### src/hw/rtl/asc_pkg.sv
`default_nettype none
// ============================================================================
// asc_pkg
// Shared types, widths, codes and the arctangent table for the soft-clip unit.
// ============================================================================
package asc_pkg;

    // Sample format, Q1.23.
    localparam int SAMPLE_BITS = 24;

    // Internal widths.
    localparam int CORD_W  = 44;  // CORDIC x and y, Q.30
    localparam int ANG_W   = 36;  // angles, Q2.30 with headroom
    localparam int DIVN_W  = 64;  // divider dividend
    localparam int DIVD_W  = 44;  // divider divisor
    localparam int DIVQ_W  = 33;  // divider quotient
    localparam int MUL_W   = 34;  // multiplier operand
    localparam int PROD_W  = 68;  // multiplier product
    localparam int ACC_W   = 40;  // high-pass store
    localparam int Y_W     = 28;  // soft-clip result, up to +-8.0
    localparam int HP_W    = 26;  // high-pass output, up to +-2.0
    localparam int DRV_W   = 32;  // drive and its arctangent
    localparam int ITER_W  = 5;   // CORDIC step index
    localparam int KNOB_W  = 17;
    localparam int POLE_W  = 25;
    localparam int IDX_W   = 3;

    // Register indexes of the configuration port.
    localparam logic [IDX_W-1:0] REG_MIX   = 3'd0;
    localparam logic [IDX_W-1:0] REG_DC    = 3'd1;
    localparam logic [IDX_W-1:0] REG_DRIVE = 3'd2;
    localparam logic [IDX_W-1:0] REG_GAIN  = 3'd3;
    localparam logic [IDX_W-1:0] REG_POLE  = 3'd4;

    localparam logic [KNOB_W-1:0] UNITY_Q16 = 17'h10000;
    localparam logic [POLE_W-1:0] POLE_ONE  = 25'h1000000;
    localparam logic [POLE_W-1:0] POLE_RST  = 25'd16776167;

    // Controller states.
    typedef enum logic [4:0] {
        ST_IDLE, ST_DRV_SQ, ST_DRV_RND, ST_SC_MUL, ST_SC_Z, ST_CORDIC,
        ST_ATAN_DIV, ST_ATAN_WAIT, ST_ATAN_RES, ST_DRV_NORM, ST_SC_DIV,
        ST_SC_WAIT, ST_SC_RES, ST_PASS, ST_HP_LO, ST_HP_HI, ST_HP_RND,
        ST_HP_W, ST_HP_D, ST_GAIN, ST_CLIP, ST_MIX_A, ST_MIX_B, ST_MIX_SUM,
        ST_OUT
    } state_t;

    // Datapath operations.
    typedef enum logic [4:0] {
        OP_NONE, OP_LOAD_X, OP_DRV_SQ, OP_DRV_RND, OP_SC_MUL, OP_SC_Z,
        OP_COR_STEP, OP_ATAN_DIV, OP_ATAN_RES, OP_DRV_NORM, OP_SC_DIV,
        OP_SC_RES, OP_PASS, OP_HP_LO, OP_HP_HI, OP_HP_RND, OP_HP_W, OP_HP_D,
        OP_GAIN, OP_CLIP, OP_MIX_A, OP_MIX_B, OP_MIX_SUM
    } op_t;

    typedef struct packed {
        op_t               op;
        logic [ITER_W-1:0] iter;
        logic              out_load;
    } cmd_t;

    typedef struct packed {
        logic drive_zero;
        logic div_busy;
    } status_t;

    // atan(2^-i) in Q2.30.
    function automatic logic [30:0] atan_tab(input logic [ITER_W-1:0] i);
        logic [30:0] v;
        begin
            case (i)
                5'd0:  v = 31'h3243F6A8;
                5'd1:  v = 31'h1DAC6705;
                5'd2:  v = 31'h0FADBAFC;
                5'd3:  v = 31'h07F56EA6;
                5'd4:  v = 31'h03FEAB76;
                5'd5:  v = 31'h01FFD55B;
                5'd6:  v = 31'h00FFFAAA;
                5'd7:  v = 31'h007FFF55;
                5'd8:  v = 31'h003FFFEA;
                5'd9:  v = 31'h001FFFFD;
                5'd10: v = 31'h000FFFFF;
                5'd11: v = 31'h0007FFFF;
                5'd12: v = 31'h0003FFFF;
                5'd13: v = 31'h0001FFFF;
                5'd14: v = 31'h0000FFFF;
                5'd15: v = 31'h00007FFF;
                5'd16: v = 31'h00003FFF;
                5'd17: v = 31'h00001FFF;
                5'd18: v = 31'h00000FFF;
                5'd19: v = 31'h000007FF;
                5'd20: v = 31'h000003FF;
                5'd21: v = 31'h000001FF;
                5'd22: v = 31'h000000FF;
                5'd23: v = 31'h0000007F;
                5'd24: v = 31'h0000003F;
                5'd25: v = 31'h0000001F;
                5'd26: v = 31'h0000000F;
                5'd27: v = 31'h00000008;
                5'd28: v = 31'h00000004;
                5'd29: v = 31'h00000002;
                5'd30: v = 31'h00000001;
                default: v = 31'h00000000;
            endcase
            return v;
        end
    endfunction

endpackage
`default_nettype wire

### src/hw/rtl/asc_ctrl.sv
`default_nettype none
// ============================================================================
// asc_ctrl
// Sequencer for drive updates and per-sample processing.
// ============================================================================
module asc_ctrl
    import asc_pkg::*;
#(
    parameter int CORDIC_STEPS = 20
)
(
    input  wire logic    clk,
    input  wire logic    rst_n,
    input  wire logic    s_tvalid,
    output logic         s_tready,
    input  wire logic    knob_wr,
    input  wire logic    out_free,
    input  wire status_t status,
    output cmd_t         cmd
);

    localparam int IT_W = $clog2(CORDIC_STEPS);

    state_t          state_reg, state_next;
    logic [IT_W-1:0] iter_reg, iter_next;
    logic            pend_reg, pend_next;
    logic            drv_mode_reg, drv_mode_next;
    logic            pend_clr;

    // State register.
    always_ff @(posedge clk or negedge rst_n)
    begin
        if (!rst_n)
        begin
            state_reg    <= ST_IDLE;
            iter_reg     <= '0;
            pend_reg     <= 1'b0;
            drv_mode_reg <= 1'b0;
        end
        else
        begin
            state_reg    <= state_next;
            iter_reg     <= iter_next;
            pend_reg     <= pend_next;
            drv_mode_reg <= drv_mode_next;
        end
    end

    // Next state and commands.
    always_comb
    begin
        state_next    = state_reg;
        iter_next     = iter_reg;
        drv_mode_next = drv_mode_reg;
        pend_clr      = 1'b0;
        s_tready      = 1'b0;
        cmd.op        = OP_NONE;
        cmd.iter      = ITER_W'(iter_reg);
        cmd.out_load  = 1'b0;
        unique case (state_reg)
            ST_IDLE:
            begin
                s_tready = !pend_reg;
                if (pend_reg)
                begin
                    pend_clr      = 1'b1;
                    drv_mode_next = 1'b1;
                    state_next    = ST_DRV_SQ;
                end
                else if (s_tvalid)
                begin
                    cmd.op        = OP_LOAD_X;
                    drv_mode_next = 1'b0;
                    state_next    = status.drive_zero ? ST_PASS : ST_SC_MUL;
                end
            end
            ST_DRV_SQ:
            begin
                cmd.op     = OP_DRV_SQ;
                state_next = ST_DRV_RND;
            end
            ST_DRV_RND:
            begin
                cmd.op     = OP_DRV_RND;
                iter_next  = '0;
                state_next = ST_CORDIC;
            end
            ST_SC_MUL:
            begin
                cmd.op     = OP_SC_MUL;
                state_next = ST_SC_Z;
            end
            ST_SC_Z:
            begin
                cmd.op     = OP_SC_Z;
                iter_next  = '0;
                state_next = ST_CORDIC;
            end
            ST_CORDIC:
            begin
                cmd.op = OP_COR_STEP;
                if (iter_reg == IT_W'(CORDIC_STEPS - 1))
                begin
                    iter_next  = '0;
                    state_next = ST_ATAN_DIV;
                end
                else
                begin
                    iter_next = iter_reg + 1'b1;
                end
            end
            ST_ATAN_DIV:
            begin
                cmd.op     = OP_ATAN_DIV;
                state_next = ST_ATAN_WAIT;
            end
            ST_ATAN_WAIT:
            begin
                if (!status.div_busy)
                begin
                    state_next = ST_ATAN_RES;
                end
            end
            ST_ATAN_RES:
            begin
                cmd.op     = OP_ATAN_RES;
                state_next = drv_mode_reg ? ST_DRV_NORM : ST_SC_DIV;
            end
            ST_DRV_NORM:
            begin
                cmd.op     = OP_DRV_NORM;
                state_next = ST_IDLE;
            end
            ST_SC_DIV:
            begin
                cmd.op     = OP_SC_DIV;
                state_next = ST_SC_WAIT;
            end
            ST_SC_WAIT:
            begin
                if (!status.div_busy)
                begin
                    state_next = ST_SC_RES;
                end
            end
            ST_SC_RES:
            begin
                cmd.op     = OP_SC_RES;
                state_next = ST_HP_LO;
            end
            ST_PASS:
            begin
                cmd.op     = OP_PASS;
                state_next = ST_HP_LO;
            end
            ST_HP_LO:
            begin
                cmd.op     = OP_HP_LO;
                state_next = ST_HP_HI;
            end
            ST_HP_HI:
            begin
                cmd.op     = OP_HP_HI;
                state_next = ST_HP_RND;
            end
            ST_HP_RND:
            begin
                cmd.op     = OP_HP_RND;
                state_next = ST_HP_W;
            end
            ST_HP_W:
            begin
                cmd.op     = OP_HP_W;
                state_next = ST_HP_D;
            end
            ST_HP_D:
            begin
                cmd.op     = OP_HP_D;
                state_next = ST_GAIN;
            end
            ST_GAIN:
            begin
                cmd.op     = OP_GAIN;
                state_next = ST_CLIP;
            end
            ST_CLIP:
            begin
                cmd.op     = OP_CLIP;
                state_next = ST_MIX_A;
            end
            ST_MIX_A:
            begin
                cmd.op     = OP_MIX_A;
                state_next = ST_MIX_B;
            end
            ST_MIX_B:
            begin
                cmd.op     = OP_MIX_B;
                state_next = ST_MIX_SUM;
            end
            ST_MIX_SUM:
            begin
                cmd.op     = OP_MIX_SUM;
                state_next = ST_OUT;
            end
            ST_OUT:
            begin
                if (out_free)
                begin
                    cmd.out_load = 1'b1;
                    state_next   = ST_IDLE;
                end
            end
            default:
            begin
                state_next = ST_IDLE;
            end
        endcase
    end

    // A knob write always leaves a drive update pending.
    assign pend_next = knob_wr | (pend_reg & !pend_clr);

    // Checks.
    a_one_at_a_time: assert property (@(posedge clk) disable iff (!rst_n)
        (s_tvalid && s_tready) |=> !s_tready)
        else $error("second transaction accepted while a sample is in flight");

    a_out_slot: assert property (@(posedge clk) disable iff (!rst_n)
        cmd.out_load |-> out_free)
        else $error("result loaded into an occupied output register");

    a_div_idle: assert property (@(posedge clk) disable iff (!rst_n)
        (cmd.op == OP_ATAN_DIV || cmd.op == OP_SC_DIV) |-> !status.div_busy)
        else $error("divider restarted while busy");

    a_knob_blocks: assert property (@(posedge clk) disable iff (!rst_n)
        knob_wr |=> !s_tready)
        else $error("sample accepted before the drive update");

endmodule
`default_nettype wire
### config.mk
export PLATFORM = sky130hd
export DESIGN_NAME = asc_ctrl
export DESIGN_NICKNAME = d
export VERILOG_FILES = /design/src/hw/rtl/asc_pkg.sv /design/src/hw/rtl/asc_ctrl.sv
export SDC_FILE = /design/constraint.sdc
export NUM_CORES = 1
export LEC_CHECK = 0
export BUFFER_PORTS_ARGS = -buffer_cell sky130_fd_sc_hd__buf_2
export CAP_MARGIN = 20
export CORE_ASPECT_RATIO = 0.9
export CORE_MARGIN = 2
export CORE_UTILIZATION = 54
export CTS_CLUSTER_DIAMETER = 100
export CTS_CLUSTER_SIZE = 25
export DETAILED_ROUTE_END_ITERATION = 8
export GPL_TIMING_DRIVEN = 0
export PLACE_DENSITY = 0.88
export SLEW_MARGIN = 25
export SYNTH_ARGS = -nofsm -noshare
export SYNTH_HDL_FRONTEND = slang
export SYNTH_SLANG_ARGS = --single-unit
export TNS_END_PERCENT = 20
### constraint.sdc
create_clock -name clk -period 2.6 [get_ports clk]
set_clock_uncertainty 0.15 [all_clocks]
set_input_delay 0.13 -clock clk [delete_from_list [all_inputs] [get_ports clk]]
set_output_delay 0.13 -clock clk [all_outputs]
set_load 0.03 [all_outputs]
==> results of run 1 <==
[metal layers]
layer,part of all wire,up-vias
met4,0.012,0
met3,0.10,8
met5,0,-
met2,0.48,65
li1,-,521
met1,0.40,492
[tightest hold or removal path, delay by kind of cell]
kind	cells	cell delay, ps
AO/OA/AOI/OAI	1	120
AND/OR/NAND/NOR	1	70
buffers and inverters	1	110
[per-stage QoR]
step	utilization	total power [mW]	setup slack, ps
6_report	0.690	1.60	424
2_1_floorplan	-	1.18	532
3_3_place_gp	0.657	1.40	628
3_5_place_dp	0.657	1.44	615
4_1_cts	0.690	1.59	467
5_1_grt	0.690	1.72	265
[power groups by stage]
stage | combinational [mW] | clock (mW) | sequential (mW)
global placement | 1.08 | 0 | 0.315
finish | 1.13 | 0.149 | 0.320
global route | 1.23 | 0.160 | 0.331
detailed placement | 1.12 | 0 | 0.320
floorplan | 0.855 | 0 | 0.322
CTS | 1.12 | 0.152 | 0.318
[worst min path at each step]
stage	startpoint	end	slack, ps	cells after the start
6_report	s_tvalid	drv_mode_reg$_DFFE_PN0P_	30	3
5_1_grt	s_tvalid	drv_mode_reg$_DFFE_PN0P_	50	3
4_1_cts	s_tvalid	drv_mode_reg$_DFFE_PN0P_	40	3
3_5_place_dp	rst_n	iter_reg[2]$_DFFE_PN0P_	-130	1
3_3_place_gp	rst_n	state_reg[0]$_DFFE_PN0P_	-130	1
2_1_floorplan	rst_n	drv_mode_reg$_DFFE_PN0P_	-320	0
[placed cells by master (no fill, tap or decap), types with 2 or more instances in the layout]
cell and instances:
dfrtp_1 12, inv_1 7, nand3_1 3, dlygate4sd3_1 2
o21ai_0 15, o221ai_1 3, nor2b_1 4, buf_2 20
nand2b_1 3, o22ai_1 2, nor2_1 14, a31oi_1 2
nand2_1 14, nor3_1 3, buf_1 2, a22o_1 5
clkbuf_1 4, a21oi_1 5, clkbuf_4 3, o31ai_1 2
[cell type report]
cell class	count	area [µm²]
Fill cell	161	532
Sequential cell	12	300
Inverter	7	26.3
Tap cell	24	30.0
Timing Repair Buffer	20	110
Clock buffer	4	36.3
Multi-Input combinational cell	101	638
Buffer	9	43.8
[logic make-up (layout without fill, tap and decap cells)]
logic type,Yosys count,after routing,synth area share
DFF,12,12,0.298
buffers and inverters,16,40,0.0695
xor gates and xnor gates,1,1,0.00869
adders and majority gates,1,1,0.0124
and+or+nand+nor,51,51,0.275
AOI/OAI and AO/OA,46,46,0.315
muxes,2,2,0.0211
[synthesized netlist by cell type, drive strengths merged (2+ instances only)]
| cell | n | area (µm²) |
|---|---|---|
| o21ai | 16 | 80.1 |
| nand2 | 14 | 52.6 |
| nor2 | 14 | 52.6 |
| dfrtp | 12 | 300 |
| inv | 7 | 26.3 |
| a21oi | 5 | 25.0 |
| a22o | 5 | 43.8 |
| buf | 5 | 28.8 |
| nor3 | 5 | 41.3 |
| clkbuf | 4 | 15.0 |
| nor2b | 4 | 25.0 |
| nand2b | 3 | 18.8 |
| nand3 | 3 | 15.0 |
| o221ai | 3 | 26.3 |
| a31oi | 2 | 12.5 |
| o211ai | 2 | 20.0 |
| o22ai | 2 | 12.5 |
| o31ai | 2 | 15.0 |
==> flow_summary.json, run 1 <==
{
  "p_per_area_nw_per_um2": 1350,
  "clockBufferDepth": 2,
  "critPathLaunchType": "flip-flop",
  "cp.depth": 8,
  "maxSlewHeadroom": 0.703,
  "final_antenna_net_count": 0,
  "dpl_cell_area_um2": 1130,
  "final_area_um2": 1180,
  "hold-worst-slack_ps": 34.5,
  "grt.met2_usage": 0.448,
  "fp.dieW_um": 49.6,
  "leakagePower_nw": 0.519,
  "path_cells": "buf_6 > clkbuf_1 > nor2_1 > nand2_1 > nor2_1 > a31oi_1 > o221ai_1 > buf_2",
  "comb_power_share": 0.707,
  "grt_usage": 0.258,
  "root_buffer": "clkbuf_4",
  "vias_per_cell": 6.14,
  "rsz0062_at_grt": "no",
  "synth_nets": 137,
  "dr.pass1.iters": 4,
  "worstMarginPinSlew_ps": 441,
  "cts_setup_buffers": 0,
  "ys_warn_count": 0,
  "h-tree-depth": 1,
  "busiest_layer": "met2",
  "rr_endpoint": "state_reg[0]$_DFFE_PN0P_",
  "async_flop_share": 1.00,
  "stdcell_count": 177,
  "period_needed_ps": 2180,
  "slew_violations": 0,
  "clk_latency_ps": 280,
  "clk_pin_slew_ps": 70,
  "synth_edf_count": 0,
  "drc": 0,
  "cp.buffers_inverters": 3,
  "coreArea_um2": 1720,
  "layout.nets": 162,
  "cp.required_ps": 2320,
  "cts_tree": "built",
  "drt-total-wl_um": 2580,
  "netlist_instances": 129,
  "power.share.clock": 0.093,
  "critPathKind": "reg2out",
  "layout-drive-gt1-share": 0.216,
  "cp-end-kind": "primary output",
  "hold_violations": 0,
  "synth_ff_type": "dfrtp_1",
  "rows": 14,
  "arrival_ps": 1900,
  "place_inst": 171,
  "startpoint": "state_reg[2]$_DFFE_PN0P_",
  "dpl.hpwl_um": 1960,
  "path_delay_family": "buffers and inverters",
  "drt-initial-drc-count": 69,
  "numClockSinks": 12,
  "fin_crit_sh": 0.837,
  "ios": 19,
  "synth_area_um2": 1010,
  "hp-class": "in2reg",
  "routedWlPerCell_um": 14.6,
  "report.final.setup_viol": 0,
  "numCtsBuffers": 3,
  "start_util": 0.587,
  "vias": 1086,
  "rrSetupSlack_ps": 590,
  "ys_ff_latch": 12,
  "grt_use_met1": 0.322,
  "fp.dieH_um": 45.0,
  "portBuffers": 18,
  "seq_area_frac_synth": 0.298,
  "place.gp.congestion": 0.942,
  "path_max_fanout": 10,
  "ir_drop_v": 0.000940,
  "use_met3": 0.0695,
  "grt_max_degree": 13,
  "syn_to_final_growth_pct": 17.5,
  "grt_pass1_vias": 1013,
  "antenna_found_initial": 0,
  "r2r-start": "iter_reg[0]$_DFFE_PN0P_",
  "synth_cell_types": 45,
  "holdBufCountCts": 2,
  "max_freq_mhz": 459,
  "crit_end": "cmd[8]",
  "gr-total-overflow": 0,
  "critPathSlowestCell": "dfrtp_1",
  "status": "completed",
  "r2r_cells": 5,
  "setup-tns-final_ps": 0,
  "synth_area_per_cell_um2": 7.82,
  "path_common_cell": "nor2_1",
  "seq_power_share": 0.200,
  "drv_cap": 0,
  "antenna_cells": 0,
  "cts-resized-gates": 0,
  "switching_share": 0.535,
  "power_switching_mw": 0.856,
  "grt_pass1_wl_um": 4350,
  "power.internal_mw": 0.743,
  "slowest_delay_ps": 340,
  "dieArea_um2": 2230
}
Note: power is estimated with default switching activity, not from simulation.
==> run 2, diff against run 1 <==
- clock period: 2.6 -> 2.09 ns (I/O delays scaled with it)
==> run 2 against run 1 <==
  * Die area stayed put
  * Hold slack got worse by 21 ps
  * Setup slack got worse by 360 ps
  * Critical endpoint unchanged
  * Sequential power grew 25%
  * Largest power group unchanged
  * Wire length up 1.4%
  * Global-route usage is the same
  * Utilization is 1.3 points higher
  * Total power up 29%
  * First-iteration DRC count shrank 7.2%
  * Combinational power up 31%
  * Via count is 0.83% lower
==> flow_summary.json, run 2 (synthesis results as in run 1) <==
{
  "status": "completed",
  "drt-total-wl_um": 2620,
  "place_ws_ps": 105,
  "syn_to_final_growth_pct": 19.7,
  "comb_power_share": 0.717,
  "fin_crit_sh": 0.968,
  "layout-drive-gt1-share": 0.268,
  "rrSetupSlack_ps": 70,
  "grt_max_degree": 13,
  "clk_pin_slew_ps": 70,
  "cts_setup_buffers": 0,
  "portBuffers": 18,
  "cp.buffers_inverters": 3,
  "path_cells": "buf_6 > clkbuf_2 > nor2_2 > nand2_1 > nor2_1 > a31oi_1 > o221ai_1 > buf_4",
  "clockBufferDepth": 2,
  "grt_pass1_wl_um": 4350,
  "leakagePower_nw": 0.532,
  "drc": 0,
  "h-tree-depth": 1,
  "path_max_fanout": 10,
  "power.internal_mw": 0.973,
  "final_common_cell": "buf_2",
  "worstMarginPinSlew_ps": 494,
  "power_switching_mw": 1.09,
  "power.share.clock": 0.089,
  "maxSlewHeadroom": 0.667,
  "drv_cap": 0,
  "numCtsBuffers": 3,
  "slew_violations": 0,
  "drt-initial-drc-count": 64,
  "rows": 14,
  "ios": 19,
  "coreArea_um2": 1720,
  "fp.dieH_um": 45.0,
  "hold_violations": 0,
  "switching_share": 0.529,
  "hold-path-endpoint": "drv_mode_reg$_DFFE_PN0P_",
  "antenna_cells": 0,
  "dieArea_um2": 2230,
  "root_buffer": "clkbuf_4",
  "p_per_area_nw_per_um2": 1710,
  "critPathKind": "reg2out",
  "max_freq_mhz": 494,
  "slowest_delay_ps": 370,
  "seq_power_share": 0.194,
  "place.gp.congestion": 0.942,
  "dpl.hpwl_um": 1960,
  "layout.nets": 162,
  "clk_latency_ps": 270,
  "path_delay_family": "buffers and inverters",
  "arrival_ps": 1770,
  "start_util": 0.587,
  "worstHoldPathCells": 3,
  "rsz0062_at_grt": "yes",
  "grt_usage": 0.258,
  "routedWlPerCell_um": 14.8,
  "setup-tns-final_ps": 0,
  "worst_slack_ps": 67.7,
  "final_cell_mix": "buf_2 (19), o21ai_0 (15), nand2_1 (14)",
  "cp-end-kind": "primary output",
  "report.final.setup_viol": 0,
  "cts_tree": "built",
  "vias_per_cell": 6.08,
  "critPathLaunchType": "flip-flop",
  "cp.required_ps": 1840,
  "gr-total-overflow": 0,
  "critPathSlowestCell": "dfrtp_1",
  "period_needed_ps": 2020,
  "rr_endpoint": "state_reg[0]$_DFFE_PN0P_",
  "r2r-start": "iter_reg[0]$_DFFE_PN0P_",
  "dr.pass1.iters": 4,
  "fp.dieW_um": 49.6,
  "ir_drop_v": 0.00121,
  "r2r_cells": 5,
  "final_antenna_net_count": 0,
  "min_from": "s_tvalid",
  "grt_pass1_vias": 1013,
  "hp-class": "in2reg",
  "vias": 1077,
  "antenna_found_initial": 0,
  "numClockSinks": 12
}
## run 2: cell types whose count changed in the layout (fill, tap and decap cells not counted), sizes merged
cell | previous run | this run
buf | 23 | 22
clkbuf | 8 | 9
## run 2: how the worst max path moves through the flow
stage,from,to,slack [ps],cells after the start
after floorplan,iter_reg[0]$_DFFE_PN0P_,state_reg[0]$_DFFE_PN0P_,20,5
after global placement,iter_reg[0]$_DFFE_PN0P_,state_reg[0]$_DFFE_PN0P_,120,5
after detailed placement,iter_reg[0]$_DFFE_PN0P_,state_reg[0]$_DFFE_PN0P_,100,5
after CTS,state_reg[4]$_DFFE_PN0P_,cmd[6],9,5
after global routing,state_reg[2]$_DFFE_PN0P_,cmd[6],-20,6
final,state_reg[2]$_DFFE_PN0P_,cmd[8],70,8
## run 2: cell type report
cell class | instances | area [µm²]
Clock buffer | 4 | 36.3
Timing Repair Buffer | 20 | 115
Multi-Input combinational cell | 101 | 649
Tap cell | 24 | 30.0
Inverter | 7 | 26.3
Buffer | 9 | 48.8
Fill cell | 156 | 509
Sequential cell | 12 | 302
## run 2: what timing repair did
action	4_1_cts	5_1_grt
gates resized for setup	2	10
endpoints found under the setup margin	2	5
hold buffers	2	0
endpoints found under the hold margin	13	0
## run 2: power by group through the flow
stage	Clock [mW]	Combinational [mW]	Sequential, mW
6_report	0.185	1.48	0.400
3_3_place_gp	0	1.34	0.391
3_5_place_dp	0	1.39	0.398
5_1_grt	0.199	1.60	0.413
2_1_floorplan	0	1.06	0.401
4_1_cts	0.189	1.40	0.395
## run 2: worst reg2reg max path, delay by kind of cell, from the launching register on
kind	cells	cell delay [ps]
flip-flops	1	410
AO/OA/AOI/OAI	1	400
multiplexers	1	390
AND/OR/NAND/NOR	2	310
adder cells (fa/ha/maj)	1	250
## run 2: per-layer routing
| layer | share of wire | track usage | vias up | wire (µm) |
|---|---|---|---|---|
| li1 | - | - | 519 | - |
| met2 | 0.49 | 0.448 | 58 | 1270 |
| met5 | 0 | 0 | - | 0 |
| met4 | 0.0088 | 0.0667 | 0 | 23 |
| met3 | 0.086 | 0.0695 | 4 | 226 |
| met1 | 0.42 | 0.322 | 496 | 1090 |
## run 2: through the flow
stage               cells  utilization  power, mW  hold WS [ps]  cell area [µm²]
CTS                   177        0.692       1.98          11.8             1190
global route          177        0.703       2.22          27.8             1210
floorplan             129            -       1.46          -341             1010
finish                177        0.703       2.06          13.4             1210
detailed placement    171        0.657       1.79          -151             1130
global placement      171        0.657       1.74          -156             1130
